===== config.mk =====
export PLATFORM = sky130hd
export DESIGN_NAME = ebml_cluster_block_parser
export DESIGN_NICKNAME = d
export VERILOG_FILES = /design/src/ecbp_pkg.sv /design/src/ecbp_core.sv /design/src/ecbp_outq.sv /design/src/ebml_cluster_block_parser.sv
export SDC_FILE = /design/constraint.sdc
export NUM_CORES = 2
export LEC_CHECK = 0
export BUFFER_PORTS_ARGS = -buffer_cell sky130_fd_sc_hd__buf_2
export CORE_MARGIN = 3
export CORE_UTILIZATION = 50
export DETAILED_ROUTE_END_ITERATION = 8
export PLACE_DENSITY = 0.66
export SLEW_MARGIN = 20
export SYNTH_ARGS = -nofsm -noshare
export SYNTH_HDL_FRONTEND = slang
export SYNTH_HIERARCHICAL = 1
export SYNTH_SLANG_ARGS = --single-unit

===== constraint.sdc =====
create_clock -name clk -period 16.5 [get_ports clk]
set_input_delay 3.3 -clock clk [delete_from_list [all_inputs] [get_ports clk]]
set_output_delay 3.3 -clock clk [all_outputs]
set_load 0.02 [all_outputs]

===== src/ecbp_pkg.sv =====
package ecbp_pkg;

	// Width and reset value of the configuration register, and the default length width.
	localparam int MaxBlocksW     = 16;
	localparam logic [MaxBlocksW-1:0] MaxBlocksReset = 16'd256;
	localparam int DefLengthBits  = 32;

	// Result kinds.
	localparam logic [1:0] KIND_BLOCK  = 2'd0;
	localparam logic [1:0] KIND_TIME   = 2'd1;
	localparam logic [1:0] KIND_STATUS = 2'd2;

	// Status codes.
	localparam logic [2:0] ST_OK        = 3'd0;
	localparam logic [2:0] ST_BAD_TAG   = 3'd1;
	localparam logic [2:0] ST_BAD_VINT  = 3'd2;
	localparam logic [2:0] ST_TRUNC     = 3'd3;
	localparam logic [2:0] ST_UNKNOWN   = 3'd4;
	localparam logic [2:0] ST_FULL      = 3'd5;
	localparam logic [2:0] ST_INT_SIZE  = 3'd6;
	localparam logic [2:0] ST_LEN_ERR   = 3'd7;

	// Element tags.
	localparam logic [63:0] TAG_CLUSTER  = 64'h1F43B675;
	localparam logic [63:0] TAG_TIMECODE = 64'hE7;
	localparam logic [63:0] TAG_SBLOCK   = 64'hA3;
	localparam logic [63:0] TAG_SILENT   = 64'h5854;
	localparam logic [63:0] TAG_POSITION = 64'hA7;
	localparam logic [63:0] TAG_PREVSIZE = 64'hAB;
	localparam logic [63:0] TAG_BGROUP   = 64'hA0;

	// Register index of max_blocks.
	localparam logic [0:0] REG_MAX_BLOCKS = 1'b0;

	// One result item.
	typedef struct packed {
		logic [1:0]  kind;
		logic [15:0] block_index;
		logic [31:0] track_number;
		logic [15:0] block_timecode;
		logic [7:0]  block_flags;
		logic [31:0] payload_offset;
		logic [31:0] payload_size;
		logic [63:0] cluster_time;
		logic [2:0]  status;
		logic        last_of_run;
	} res_t;

	// Results of one byte, handed to the output queue.
	typedef struct packed {
		logic [1:0] count;
		res_t       r0;
		res_t       r1;
	} push_t;

	// Outcome of one vint or raw field byte.
	typedef struct packed {
		logic        bad;
		logic        done;
		logic [63:0] acc;
		logic [3:0]  left;
	} fld_t;

	// One byte of a variable-length integer.
	function automatic fld_t vint_step(logic [63:0] acc, logic [3:0] left,
		logic [7:0] b, logic keep);
		fld_t v;
		logic [3:0] n;
		logic found;
		v.bad = 1'b0;
		v.acc = acc;
		v.left = left;
		n = 4'd8;
		found = 1'b0;
		if (left == 4'd0) begin
			if (b == 8'd0) begin
				v.bad = 1'b1;
			end else begin
				for (int i = 0; i < 8; i++) begin
					if (!found && b[7-i]) begin
						n = 4'(i + 1);
						found = 1'b1;
					end
				end
				v.acc = keep ? {56'd0, b} : {56'd0, b & (8'hFF >> n)};
				v.left = n - 4'd1;
			end
		end else begin
			v.acc = {acc[55:0], b};
			v.left = left - 4'd1;
		end
		v.done = !v.bad && (v.left == 4'd0);
		return v;
	endfunction

	// One byte of a fixed-size big-endian field.
	function automatic fld_t raw_step(logic [63:0] acc, logic [3:0] left, logic [7:0] b);
		fld_t v;
		v.bad = 1'b0;
		v.acc = {acc[55:0], b};
		v.left = (left != 4'd0) ? left - 4'd1 : 4'd0;
		v.done = (v.left == 4'd0);
		return v;
	endfunction

endpackage


===== src/ecbp_core.sv =====
module ecbp_core import ecbp_pkg::*; #(
	parameter int LENGTH_BITS = DefLengthBits
) (
	input  logic                  clk,
	input  logic                  arst_n,
	input  logic                  accept,
	input  logic [7:0]            data_byte,
	input  logic                  end_of_buffer,
	input  logic [MaxBlocksW-1:0] max_blocks,
	output push_t                 push
);

	localparam logic [3:0] PH_CTAG      = 4'd0;
	localparam logic [3:0] PH_CSIZE     = 4'd1;
	localparam logic [3:0] PH_CHILD_TAG = 4'd2;
	localparam logic [3:0] PH_TC_SIZE   = 4'd3;
	localparam logic [3:0] PH_TC_DATA   = 4'd4;
	localparam logic [3:0] PH_SB_SIZE   = 4'd5;
	localparam logic [3:0] PH_SB_TRACK  = 4'd6;
	localparam logic [3:0] PH_SB_TIME   = 4'd7;
	localparam logic [3:0] PH_SB_FLAGS  = 4'd8;
	localparam logic [3:0] PH_SKIP_SIZE = 4'd9;
	localparam logic [3:0] PH_SKIP_BODY = 4'd10;
	localparam logic [3:0] PH_INT_SIZE  = 4'd11;
	localparam logic [3:0] PH_INT_DATA  = 4'd12;
	localparam logic [3:0] PH_DONE      = 4'd13;

	logic [3:0]             phase_q, phase_d;
	logic [63:0]            acc_q, acc_d;
	logic [3:0]             left_q, left_d;
	logic [LENGTH_BITS-1:0] cbl_q, cbl_d;
	logic [LENGTH_BITS-1:0] chbl_q, chbl_d;
	logic [31:0]            pos_q, pos_d;
	logic [15:0]            bcnt_q, bcnt_d;
	logic [31:0]            track_q, track_d;
	logic [15:0]            btime_q, btime_d;
	logic                   fin_q, fin_d;

	// Per-byte decode: next state and the results of this byte.
	always_comb begin
		fld_t  f;
		logic  fin_now;
		logic  has_data;
		res_t  dres;
		res_t  sres;
		logic [2:0] scode;
		logic  over;
		logic  tocheck;

		phase_d = phase_q; acc_d = acc_q; left_d = left_q;
		cbl_d = cbl_q; chbl_d = chbl_q; pos_d = pos_q; bcnt_d = bcnt_q;
		track_d = track_q; btime_d = btime_q; fin_d = fin_q;
		f = '0;
		fin_now = 1'b0;
		has_data = 1'b0;
		dres = '0;
		sres = '0;
		scode = ST_OK;
		over = 1'b0;
		tocheck = 1'b0;

		if (!fin_q) begin
			case (phase_q)
				PH_CTAG: begin
					f = vint_step(acc_q, left_q, data_byte, 1'b1);
					acc_d = f.acc; left_d = f.left;
					if (f.bad) begin
						fin_now = 1'b1; scode = ST_BAD_VINT;
					end else if (f.done) begin
						if (f.acc != TAG_CLUSTER) begin
							fin_now = 1'b1; scode = ST_BAD_TAG;
						end else begin
							phase_d = PH_CSIZE;
						end
					end
				end
				PH_CSIZE: begin
					f = vint_step(acc_q, left_q, data_byte, 1'b0);
					acc_d = f.acc; left_d = f.left;
					over = (f.acc >> LENGTH_BITS) != 64'd0;
					if (f.bad) begin
						fin_now = 1'b1; scode = ST_BAD_VINT;
					end else if (f.done) begin
						if (over) begin
							fin_now = 1'b1; scode = ST_LEN_ERR;
						end else if (f.acc == 64'd0) begin
							fin_now = 1'b1; scode = ST_OK;
						end else begin
							cbl_d = f.acc[LENGTH_BITS-1:0];
							phase_d = PH_CHILD_TAG;
						end
					end
				end
				PH_DONE: begin
				end
				default: begin
					tocheck = 1'b1;
					if (cbl_q != '0)
						cbl_d = cbl_q - 1'b1;
					// Child element bytes.
					case (phase_q)
						PH_CHILD_TAG: begin
							f = vint_step(acc_q, left_q, data_byte, 1'b1);
							acc_d = f.acc; left_d = f.left;
							if (f.bad) begin
								fin_now = 1'b1; scode = ST_BAD_VINT;
							end else if (f.done) begin
								if (f.acc == TAG_TIMECODE) begin
									phase_d = PH_TC_SIZE;
								end else if (f.acc == TAG_SBLOCK) begin
									if (bcnt_q >= max_blocks) begin
										fin_now = 1'b1; scode = ST_FULL;
									end else begin
										phase_d = PH_SB_SIZE;
									end
								end else if (f.acc inside {TAG_SILENT, TAG_BGROUP}) begin
									phase_d = PH_SKIP_SIZE;
								end else if (f.acc inside {TAG_POSITION, TAG_PREVSIZE}) begin
									phase_d = PH_INT_SIZE;
								end else begin
									fin_now = 1'b1; scode = ST_UNKNOWN;
								end
							end
						end
						PH_TC_SIZE, PH_INT_SIZE: begin
							f = vint_step(acc_q, left_q, data_byte, 1'b0);
							acc_d = f.acc; left_d = f.left;
							if (f.bad) begin
								fin_now = 1'b1; scode = ST_BAD_VINT;
							end else if (f.done) begin
								if (!(f.acc inside {[64'd1:64'd8]})) begin
									fin_now = 1'b1; scode = ST_INT_SIZE;
								end else begin
									acc_d = '0;
									left_d = f.acc[3:0];
									phase_d = (phase_q == PH_TC_SIZE) ? PH_TC_DATA
										: PH_INT_DATA;
								end
							end
						end
						PH_TC_DATA, PH_INT_DATA: begin
							f = raw_step(acc_q, left_q, data_byte);
							acc_d = f.acc; left_d = f.left;
							if (f.done) begin
								phase_d = PH_CHILD_TAG;
								if (phase_q == PH_TC_DATA) begin
									has_data = 1'b1;
									dres.kind = KIND_TIME;
									dres.cluster_time = f.acc;
								end
							end
						end
						PH_SB_SIZE, PH_SKIP_SIZE: begin
							f = vint_step(acc_q, left_q, data_byte, 1'b0);
							acc_d = f.acc; left_d = f.left;
							over = (f.acc >> LENGTH_BITS) != 64'd0;
							if (f.bad) begin
								fin_now = 1'b1; scode = ST_BAD_VINT;
							end else if (f.done) begin
								if (over) begin
									fin_now = 1'b1; scode = ST_LEN_ERR;
								end else if (f.acc[LENGTH_BITS-1:0] > cbl_d) begin
									fin_now = 1'b1; scode = ST_TRUNC;
								end else begin
									chbl_d = f.acc[LENGTH_BITS-1:0];
									if (phase_q == PH_SKIP_SIZE) begin
										phase_d = (f.acc != 64'd0) ? PH_SKIP_BODY
											: PH_CHILD_TAG;
									end else if (f.acc == 64'd0) begin
										fin_now = 1'b1; scode = ST_LEN_ERR;
									end else begin
										phase_d = PH_SB_TRACK;
									end
								end
							end
						end
						PH_SB_TRACK: begin
							chbl_d = chbl_q - 1'b1;
							f = vint_step(acc_q, left_q, data_byte, 1'b0);
							acc_d = f.acc; left_d = f.left;
							if (f.bad) begin
								fin_now = 1'b1; scode = ST_BAD_VINT;
							end else begin
								if (f.done) begin
									track_d = f.acc[31:0];
									acc_d = '0;
									left_d = 4'd2;
									phase_d = PH_SB_TIME;
								end
								if (chbl_d == '0) begin
									fin_now = 1'b1; scode = ST_LEN_ERR;
								end
							end
						end
						PH_SB_TIME: begin
							chbl_d = chbl_q - 1'b1;
							f = raw_step(acc_q, left_q, data_byte);
							acc_d = f.acc; left_d = f.left;
							if (f.done) begin
								btime_d = f.acc[15:0];
								acc_d = '0;
								left_d = 4'd1;
								phase_d = PH_SB_FLAGS;
							end
							if (chbl_d == '0) begin
								fin_now = 1'b1; scode = ST_LEN_ERR;
							end
						end
						PH_SB_FLAGS: begin
							chbl_d = chbl_q - 1'b1;
							f = raw_step(acc_q, left_q, data_byte);
							acc_d = f.acc; left_d = f.left;
							has_data = 1'b1;
							dres.kind = KIND_BLOCK;
							dres.block_index = bcnt_q;
							dres.track_number = track_q;
							dres.block_timecode = btime_q;
							dres.block_flags = f.acc[7:0];
							dres.payload_offset = pos_q + 32'd1;
							dres.payload_size = 32'(64'(chbl_d));
							bcnt_d = bcnt_q + 16'd1;
							phase_d = (chbl_d != '0) ? PH_SKIP_BODY : PH_CHILD_TAG;
						end
						PH_SKIP_BODY: begin
							if (chbl_q != '0)
								chbl_d = chbl_q - 1'b1;
							if (chbl_d == '0)
								phase_d = PH_CHILD_TAG;
						end
						default: begin
						end
					endcase
				end
			endcase
			// End of the cluster body.
			if (tocheck && !fin_now && cbl_d == '0) begin
				fin_now = 1'b1;
				scode = (phase_d == PH_CHILD_TAG && left_d == 4'd0) ? ST_OK : ST_TRUNC;
			end
		end

		pos_d = pos_q + 32'd1;
		// Buffer ends before the parse is complete.
		if (end_of_buffer && !fin_q && !fin_now) begin
			fin_now = 1'b1;
			scode = ST_TRUNC;
		end
		if (fin_now) begin
			fin_d = 1'b1;
			phase_d = PH_DONE;
		end

		sres.kind = KIND_STATUS;
		sres.status = scode;
		sres.last_of_run = 1'b1;

		// Return to reset after the last byte of a buffer.
		if (end_of_buffer) begin
			phase_d = PH_CTAG; acc_d = '0; left_d = '0; cbl_d = '0; chbl_d = '0;
			pos_d = '0; bcnt_d = '0; track_d = '0; btime_d = '0; fin_d = 1'b0;
		end

		push.r1 = sres;
		if (has_data) begin
			dres.last_of_run = !fin_now;
			push.r0 = dres;
			push.count = fin_now ? 2'd2 : 2'd1;
		end else begin
			push.r0 = sres;
			push.count = fin_now ? 2'd1 : 2'd0;
		end
	end

	// Parser state, updated on every input transfer.
	always_ff @(posedge clk or negedge arst_n) begin
		if (!arst_n) begin
			phase_q <= PH_CTAG;
			acc_q <= '0;
			left_q <= '0;
			cbl_q <= '0;
			chbl_q <= '0;
			pos_q <= '0;
			bcnt_q <= '0;
			track_q <= '0;
			btime_q <= '0;
			fin_q <= 1'b0;
		end else if (accept) begin
			phase_q <= phase_d;
			acc_q <= acc_d;
			left_q <= left_d;
			cbl_q <= cbl_d;
			chbl_q <= chbl_d;
			pos_q <= pos_d;
			bcnt_q <= bcnt_d;
			track_q <= track_d;
			btime_q <= btime_d;
			fin_q <= fin_d;
		end
	end

endmodule


===== src/ecbp_outq.sv =====
module ecbp_outq import ecbp_pkg::*; (
	input  logic  clk,
	input  logic  arst_n,
	input  logic  push_en,
	input  push_t push,
	output logic  full,
	output logic  out_valid,
	input  logic  out_stall,
	output res_t  head
);

	res_t       slot_q [4];
	logic [1:0] wr_q;
	logic [1:0] rd_q;
	logic [2:0] cnt_q;
	logic [1:0] n_in;
	logic       pop;

	// Room for two results is needed before a byte is taken.
	assign full = cnt_q > 3'd2;
	assign out_valid = cnt_q != 3'd0;
	assign head = slot_q[rd_q];
	assign pop = out_valid && !out_stall;
	assign n_in = push_en ? push.count : 2'd0;

	// Result storage.
	always_ff @(posedge clk) begin
		if (n_in != 2'd0)
			slot_q[wr_q] <= push.r0;
		if (n_in == 2'd2)
			slot_q[wr_q + 2'd1] <= push.r1;
	end

	// Pointers and fill count.
	always_ff @(posedge clk or negedge arst_n) begin
		if (!arst_n) begin
			wr_q <= '0;
			rd_q <= '0;
			cnt_q <= '0;
		end else begin
			wr_q <= wr_q + n_in;
			if (pop)
				rd_q <= rd_q + 2'd1;
			cnt_q <= cnt_q + {1'b0, n_in} - {2'd0, pop};
		end
	end

endmodule


===== src/ebml_cluster_block_parser.sv =====
// Each byte transfer is parsed in the cycle it is taken; its results enter the
// registered output queue at that edge.
// Throughput is one byte per cycle; the input stalls only while the four-entry
// result queue has fewer than two free entries.
// Reset is asynchronous and active low; it restores the parser to the cluster
// tag phase and max_blocks to 256.
module ebml_cluster_block_parser import ecbp_pkg::*; #(
	parameter int LENGTH_BITS = DefLengthBits
) (
	input  logic        clk,
	input  logic        arst_n,
	input  logic        in_valid,
	output logic        in_stall,
	input  logic [7:0]  data_byte,
	input  logic        end_of_buffer,
	output logic        out_valid,
	input  logic        out_stall,
	output logic [1:0]  kind,
	output logic [15:0] block_index,
	output logic [31:0] track_number,
	output logic [15:0] block_timecode,
	output logic [7:0]  block_flags,
	output logic [31:0] payload_offset,
	output logic [31:0] payload_size,
	output logic [63:0] cluster_time,
	output logic [2:0]  status,
	output logic        last_of_run,
	input  logic        psel,
	input  logic        penable,
	input  logic        pwrite,
	input  logic [2:0]  paddr,
	input  logic [31:0] pwdata,
	output logic [31:0] prdata,
	output logic        pready
);

	logic [MaxBlocksW-1:0] max_blocks_q;
	logic                  accept;
	logic                  full;
	push_t                 push;
	res_t                  head;

	// Configuration register.
	assign pready = 1'b1;
	assign prdata = (paddr[2] == REG_MAX_BLOCKS && paddr[1:0] == 2'd0)
		? {16'd0, max_blocks_q} : 32'd0;

	always_ff @(posedge clk or negedge arst_n) begin
		if (!arst_n) begin
			max_blocks_q <= MaxBlocksReset;
		end else if (psel && penable && pwrite && paddr[2] == REG_MAX_BLOCKS &&
			paddr[1:0] == 2'd0) begin
			max_blocks_q <= pwdata[MaxBlocksW-1:0];
		end
	end

	assign in_stall = full;
	assign accept = in_valid && !full;

	ecbp_core #(.LENGTH_BITS(LENGTH_BITS)) u_core (
		.clk           (clk),
		.arst_n        (arst_n),
		.accept        (accept),
		.data_byte     (data_byte),
		.end_of_buffer (end_of_buffer),
		.max_blocks    (max_blocks_q),
		.push          (push)
	);

	ecbp_outq u_outq (
		.clk       (clk),
		.arst_n    (arst_n),
		.push_en   (accept),
		.push      (push),
		.full      (full),
		.out_valid (out_valid),
		.out_stall (out_stall),
		.head      (head)
	);

	// Result fields.
	assign kind           = head.kind;
	assign block_index    = head.block_index;
	assign track_number   = head.track_number;
	assign block_timecode = head.block_timecode;
	assign block_flags    = head.block_flags;
	assign payload_offset = head.payload_offset;
	assign payload_size   = head.payload_size;
	assign cluster_time   = head.cluster_time;
	assign status         = head.status;
	assign last_of_run    = head.last_of_run;

endmodule


# After elaboration in Yosys (flattened, before gate mapping)
# Memories as Yosys holds them, arrays and structs flattened.
# Index checks and enable logic that the tools add are counted.
dict set report word_totals {
  output_inout_bits 241
  memories 1
  register_bits 256
  mem_bits_rw 824
  wordCells 768
  in_bits 51
}
# name depth word_bits read_ports rd_clocked_by_memory_dff write_ports line_no
set mem_list {}
lappend mem_list {u_outq.slot_q 4 206 1 0 2 ecbp_outq.sv:12} ;# res_t slot_q [4];
dict set report classes {
  magnitude_cmp 5
  mux 526
  n_addsub 16
  eq_ne 31
  shift 4
  bitwise 5
  reduce_logical 166
}
# op n
set op_table {}
lappend op_table {{$mux 68} 28}
lappend op_table {{$mux 32} 28}
lappend op_table {{$mux 64} 11}
lappend op_table {{$mux 4} 116}
lappend op_table {{$mux 202} 2}
lappend op_table {{$pmux 64 s6} 1}
lappend op_table {{$eq 64x8->1 const B} 5}
lappend op_table {{$mux 1} 287}
lappend op_table {{$mux 208} 1}
lappend op_table {{$pmux 64 s3} 1}
lappend op_table {{$reduce_bool 64->1} 3}
lappend op_table {{$mux 16} 10}
lappend op_table {{$mux 136} 1}
lappend op_table {{$logic_not 64->1} 2}
lappend op_table {{$logic_not 32->1} 3}
lappend op_table {{$pmux 32 s3} 1}
lappend op_table {{$reduce_bool 32->1} 3}
lappend op_table {{$mux 3} 26}
lappend op_table {{$eq 64x15->1 const B} 1}
lappend op_table {{$ge 64x1->1 const B} 1}
lappend op_table {{$le 64x4->1 const B} 1}
lappend op_table {{$ne 64x29->1 const B} 1}
lappend op_table {{$pmux 32 s2} 1}
lappend op_table {{$sub 32x1->32 const B} 2}
lappend op_table {{47 further kinds} 217}

# Logic depth before layout (Yosys ltp)
dict set report logic_depth {
  ltp_word 93
  ltp_mapped 31
  depth_no_buf 29
}

# By module
# The synthesis kept the hierarchy.
# module area_each_um2 seq_area_each_um2 cells_each instances
set modules_own_cells {}
lappend modules_own_cells {ecbp_outq 40421.3 24918.9 2039 1}
lappend modules_own_cells {ecbp_core 19538.7 5830.6 2498 1}
lappend modules_own_cells {ebml_cluster_block_parser 874.6 401.6 73 1}

# Worst setup path before layout
# OpenSTA, ideal clock, no wires.
dict set report synth_timing {
  path_type {input port to flip-flop}
  start {in data_byte[2]}
  end {mem u_outq/slot_q[1][0] (netlist bit), enable pin}
  path_slack_ns -0.939
  t_required_ns 15.724
  path_stages 24
  setup_time_ns 0.776
  arrival_ns 16.663
  path_buffers 4
  cell_sequence {clkbuf_1 -> nor4_1 -> and3_1 -> clkbuf_1 -> clkbuf_1 -> clkbuf_1 -> a22o_1 -> ha_1 -> nand4_1 -> or3_1 -> or3_1 -> a31oi_1 -> o22ai_1 -> a31oi_1 -> o31ai_1 -> and2_1 -> and2_1 -> inv_1 -> o32ai_4 -> a21oi_1 -> ha_1 -> mux2_2 -> nand2_1 -> nor2_1}
}
# element line_no
set synth_rtl {}
lappend synth_rtl {{start, declared} ebml_cluster_block_parser.sv:14} ;# input logic [7:0] data_byte,
lappend synth_rtl {{end, declared} ecbp_outq.sv:12}

==> impl_metrics.csv <==
group,metric,value,unit
die,rows,127,
critical_path,crit_fanout,110,
drt,num_vias,39230,
global_routing,grt_pass1_wl,248000,um
pwr,p_leak,26.1,nW
critical_path,startpoint_type,"input port",
logic_synthesis,synthTopCellsByArea,"edfxtp_1 41%, mux2_2 13%, dfrtp_1 10%, mux4_2 7.6%, mux2_4 3.5%",
pwr,power,11.9,mW
drt,drtIter0Drc,3749,
placement,gp_congestion,0.974,
sta,fin_crit_sh,71.0,%
critical_path,endpoint_kind,"register",
pwr,ir_worst_vdd,0.117,mV
logic_synthesis,yosysTopAreaCellShare,40.7,%
drt,route.top_layer_used,"met5",
global_routing,track_usage,25.8,%
logic_synthesis,synth.distinct_cells,98,
finish,layout.nets,4850,
logic_synthesis,ys_async_sr_fraction,23.7,%
sta,tightest_slew,1.16,ns
sta,worst_slack,4.79,ns
critical_path,crit_required,16.96,ns
global_routing,grt_max_degree,139,
global_routing,grt_pass1_vias,39613,
die,initial_core_util,50.6,%
pwr,swShare,41.7,%
drt,drcViolationCount,0,
logic_synthesis,synth.largest_area_cell,"edfxtp_1",
cts,post-cts-setup-buffer-count,0,
cts,cts.sinks,1080,
pwr,seqPwrFrac,31.6,%
finish,final_area,66400,um^2
placement,dpl.hpwl,102000,um
sta,setup_viol,0,
logic_synthesis,ys_warn_count,6,
sta,min_period,11.71,ns
sta,relSlewSlack,22.6,%
critical_path,worstSetupPathType,"input port to register",
cts,htree_levels,3,
die,dieArea,126000,um^2
critical_path,cpPeakStageDelay,0.83,ns
finish,area_growth_syn_to_layout,9.20,%
finish,drive_above_1_share,33.2,%
placement,port_buffers,258,
global_routing,globalRouteOverflowTotal,0,
logic_synthesis,yosys_most_used_dff,"edfxtp_1",
drt,drt_first_pass_iters,6,
drt,wire_per_inst,25.4,um
critical_path,r2r_slack,6.78,ns
pwr,combPwrFrac,46.7,%
die,num_io_pins,292,
cts,clockRootBuffer,"clkbuf_16",
global_routing,antenna_found_initial,5,
cts,clockBufferDepth,3,
drt,viasPerCell,6.08,
placement,dp.cells,6226,
logic_synthesis,synth-seq-cells,1080,
drt,totalWireLength,164000,um
sta,finalHoldViolCount,0,
logic_synthesis,synth_edf_count,824,
cts,cts-resized-gates,0,
cts,cts_hold_buf,0,
logic_synthesis,syn_inst,4610,
cts,cts_tree,"built",
drt,wl_met2,77800,um
pwr,clkPwrFrac,21.7,%
die,chipWidth,355,um
run,drv_cap,0,
finish,layout.cells.non_filler,6452,
cts,cts_made_buffers,117,
sta,clock_skew,0.0578,ns
critical_path,cp_slowest_cell,"buf_4",
drt,ant_nets,0,
die,die_h,355,um
pwr,intPower,6.93,mW
hold_path,hold_path_end,"u_core/btime_q[9]",
hold_path,min_delay_path_depth,2,
placement,place_area,62600,um^2
logic_synthesis,syn_area,60800,um^2
die,core_area,120000,um^2
critical_path,r2r_start,"u_core/cbl_q[20]",
pwr,switching_power,4.95,mW
drt,drt-met1-wl,68000,um
drt,route.met3.wl,11600,um
critical_path,r2r-end,"u_outq/slot_q[2][52]",
sta,whs,0.464,ns
hold_path,min_from,"u_core/btime_q[9]",
finish,finalCoreUtilization,55.2,%
placement,dp_slack,4.26,ns
status,status,"finished clean",
sta,fmax,85.4,MHz
logic_synthesis,synth.avg_cell_area,13.2,um^2
hold_path,hold_path_class,"register to register",
critical_path,reg2reg_depth,24,
critical_path,cp_cell_sequence,"buf_2 > nor4_1 > and3_1 > buf_4 > a22o_1 > ha_1 > nand4_1 > or3_1 > or3_1 > o22ai_1 > a31oi_1 > o31ai_1 > and2_1 > and2_1 > inv_1 > o32ai_4 > a21oi_1 > ha_1 > nand3b_1 > nor3b_2 > buf_12 > buf_4 > mux2_2",
sta,fin_tns_setup,0,ns
logic_synthesis,synth.yosys.seq_area_share,51.2,%
cts,path_clk_slew,0.06,ns
sta,slew_violations,0,
pwr,powerDensity,179,nW/um^2
critical_path,worstPathArrival,12.16,ns
cts,clk_latency,0.74,ns
sta,rsz0062_at_grt,"no",
[power by group through the flow]
stage	combinational [mW]	sequential (mW)	clock [mW]
final	5.56	3.76	2.57
after global placement	5.48	3.79	0
after CTS	5.52	3.75	2.64
after floorplan	3.97	3.65	0
after global routing	5.96	3.80	2.74
after detailed placement	5.50	3.80	0
[cell type report]
type | instances | area, um^2
Sequential cell | 1080 | 31200
Clock inverter | 59 | 546
Fill cell | 9972 | 53900
Tap cell | 1612 | 2020
Multi-Input combinational cell | 3109 | 27100
Timing Repair Buffer | 334 | 1980
Antenna cell | 4 | 10.0
Inverter | 91 | 342
Clock buffer | 163 | 3250
[cell families (layout without fill, tap and decap cells)]
logic type	after synthesis	after routing	synth area share (%)
flops	1080	1080	51.2
mux	1051	1051	24.1
simple gates	988	988	8.45
compound gates	682	682	7.61
buf+inv	637	647	5.75
xor+xnor	101	101	1.45
fa+ha+maj	67	67	1.39
other cells	4	224	0.0247
[worst max path at each step]
stage	from	endpoint	depth (start not counted)	slack (ns)
floorplan	data_byte[2]	u_outq/slot_q[1][0]	24	2.54
global placement	data_byte[5]	u_outq/slot_q[2][53]	23	4.31
detailed placement	data_byte[5]	u_outq/slot_q[2][52]	23	4.26
CTS	data_byte[5]	u_outq/slot_q[2][6]	23	5.03
global route	data_byte[5]	u_outq/slot_q[2][6]	23	4.56
finish	data_byte[3]	u_outq/slot_q[2][52]	23	4.79
[Yosys cell counts (53+ instances only)]
master    count
nand3_1      66
nand4_1      53
buf_2       103
nand2_1     231
a21oi_1     143
and2_1      167
ha_1         65
o21ai_0     133
nor3_1       68
clkbuf_1    180
inv_1        90
mux2_4      140
nor2_1      206
a22o_1       98
buf_4       225
mux2_2      690
xnor2_1      66
dfrtp_1     255
edfxtp_1    824
mux4_2      206
[worst max-delay path, delay by kind of cell]
family	cells	cell delay, ns
simple gates	9	3.16
mux	1	0.42
compound gates	6	2.26
fa+ha+maj	2	0.66
buf+inv	5	2.20
[cell usage in the layout (no fill, tap or decap), types with 28 or more instances in the layout]
master     instances
ha_1              65
nor3b_1           28
xor2_1            35
a22o_1            98
mux4_2           206
nand4_1           53
clkbuf_1          32
buf_4             67
xnor2_1           66
nor3_1            67
a21oi_1          141
edfxtp_1         824
nor2_1           202
nand3_1           66
buf_2            257
and2_1           167
o21ai_0          131
clkbuf_16        118
dfrtp_1          253
o31ai_1           43
nand2_1          229
o22ai_1           47
nor4_1            44
a22oi_1           32
mux2_2           690
mux2_4           140
conb_1           220
inv_1             90
[flip-flops by register name, indices dropped and copies added (netlist names), 16 cells and up]
name and cells:
u_core/btime_q 16, u_outq/slot_q 824, max_blocks_q 16, u_core/acc_q 64, u_core/track_q 32, u_core/chbl_q 32, u_core/bcnt_q 16, u_core/cbl_q 32
u_core/pos_q 32
[per-layer routing]
layer  global-route usage, %  vias to the layer above
li1                        -                    17539
met1                    34.6                    19778
met2                    42.1                     1568
met3                    4.47                      343
met4                    9.68                        2
met5                       0                        -
Note: power is estimated with default switching activity, not from simulation.
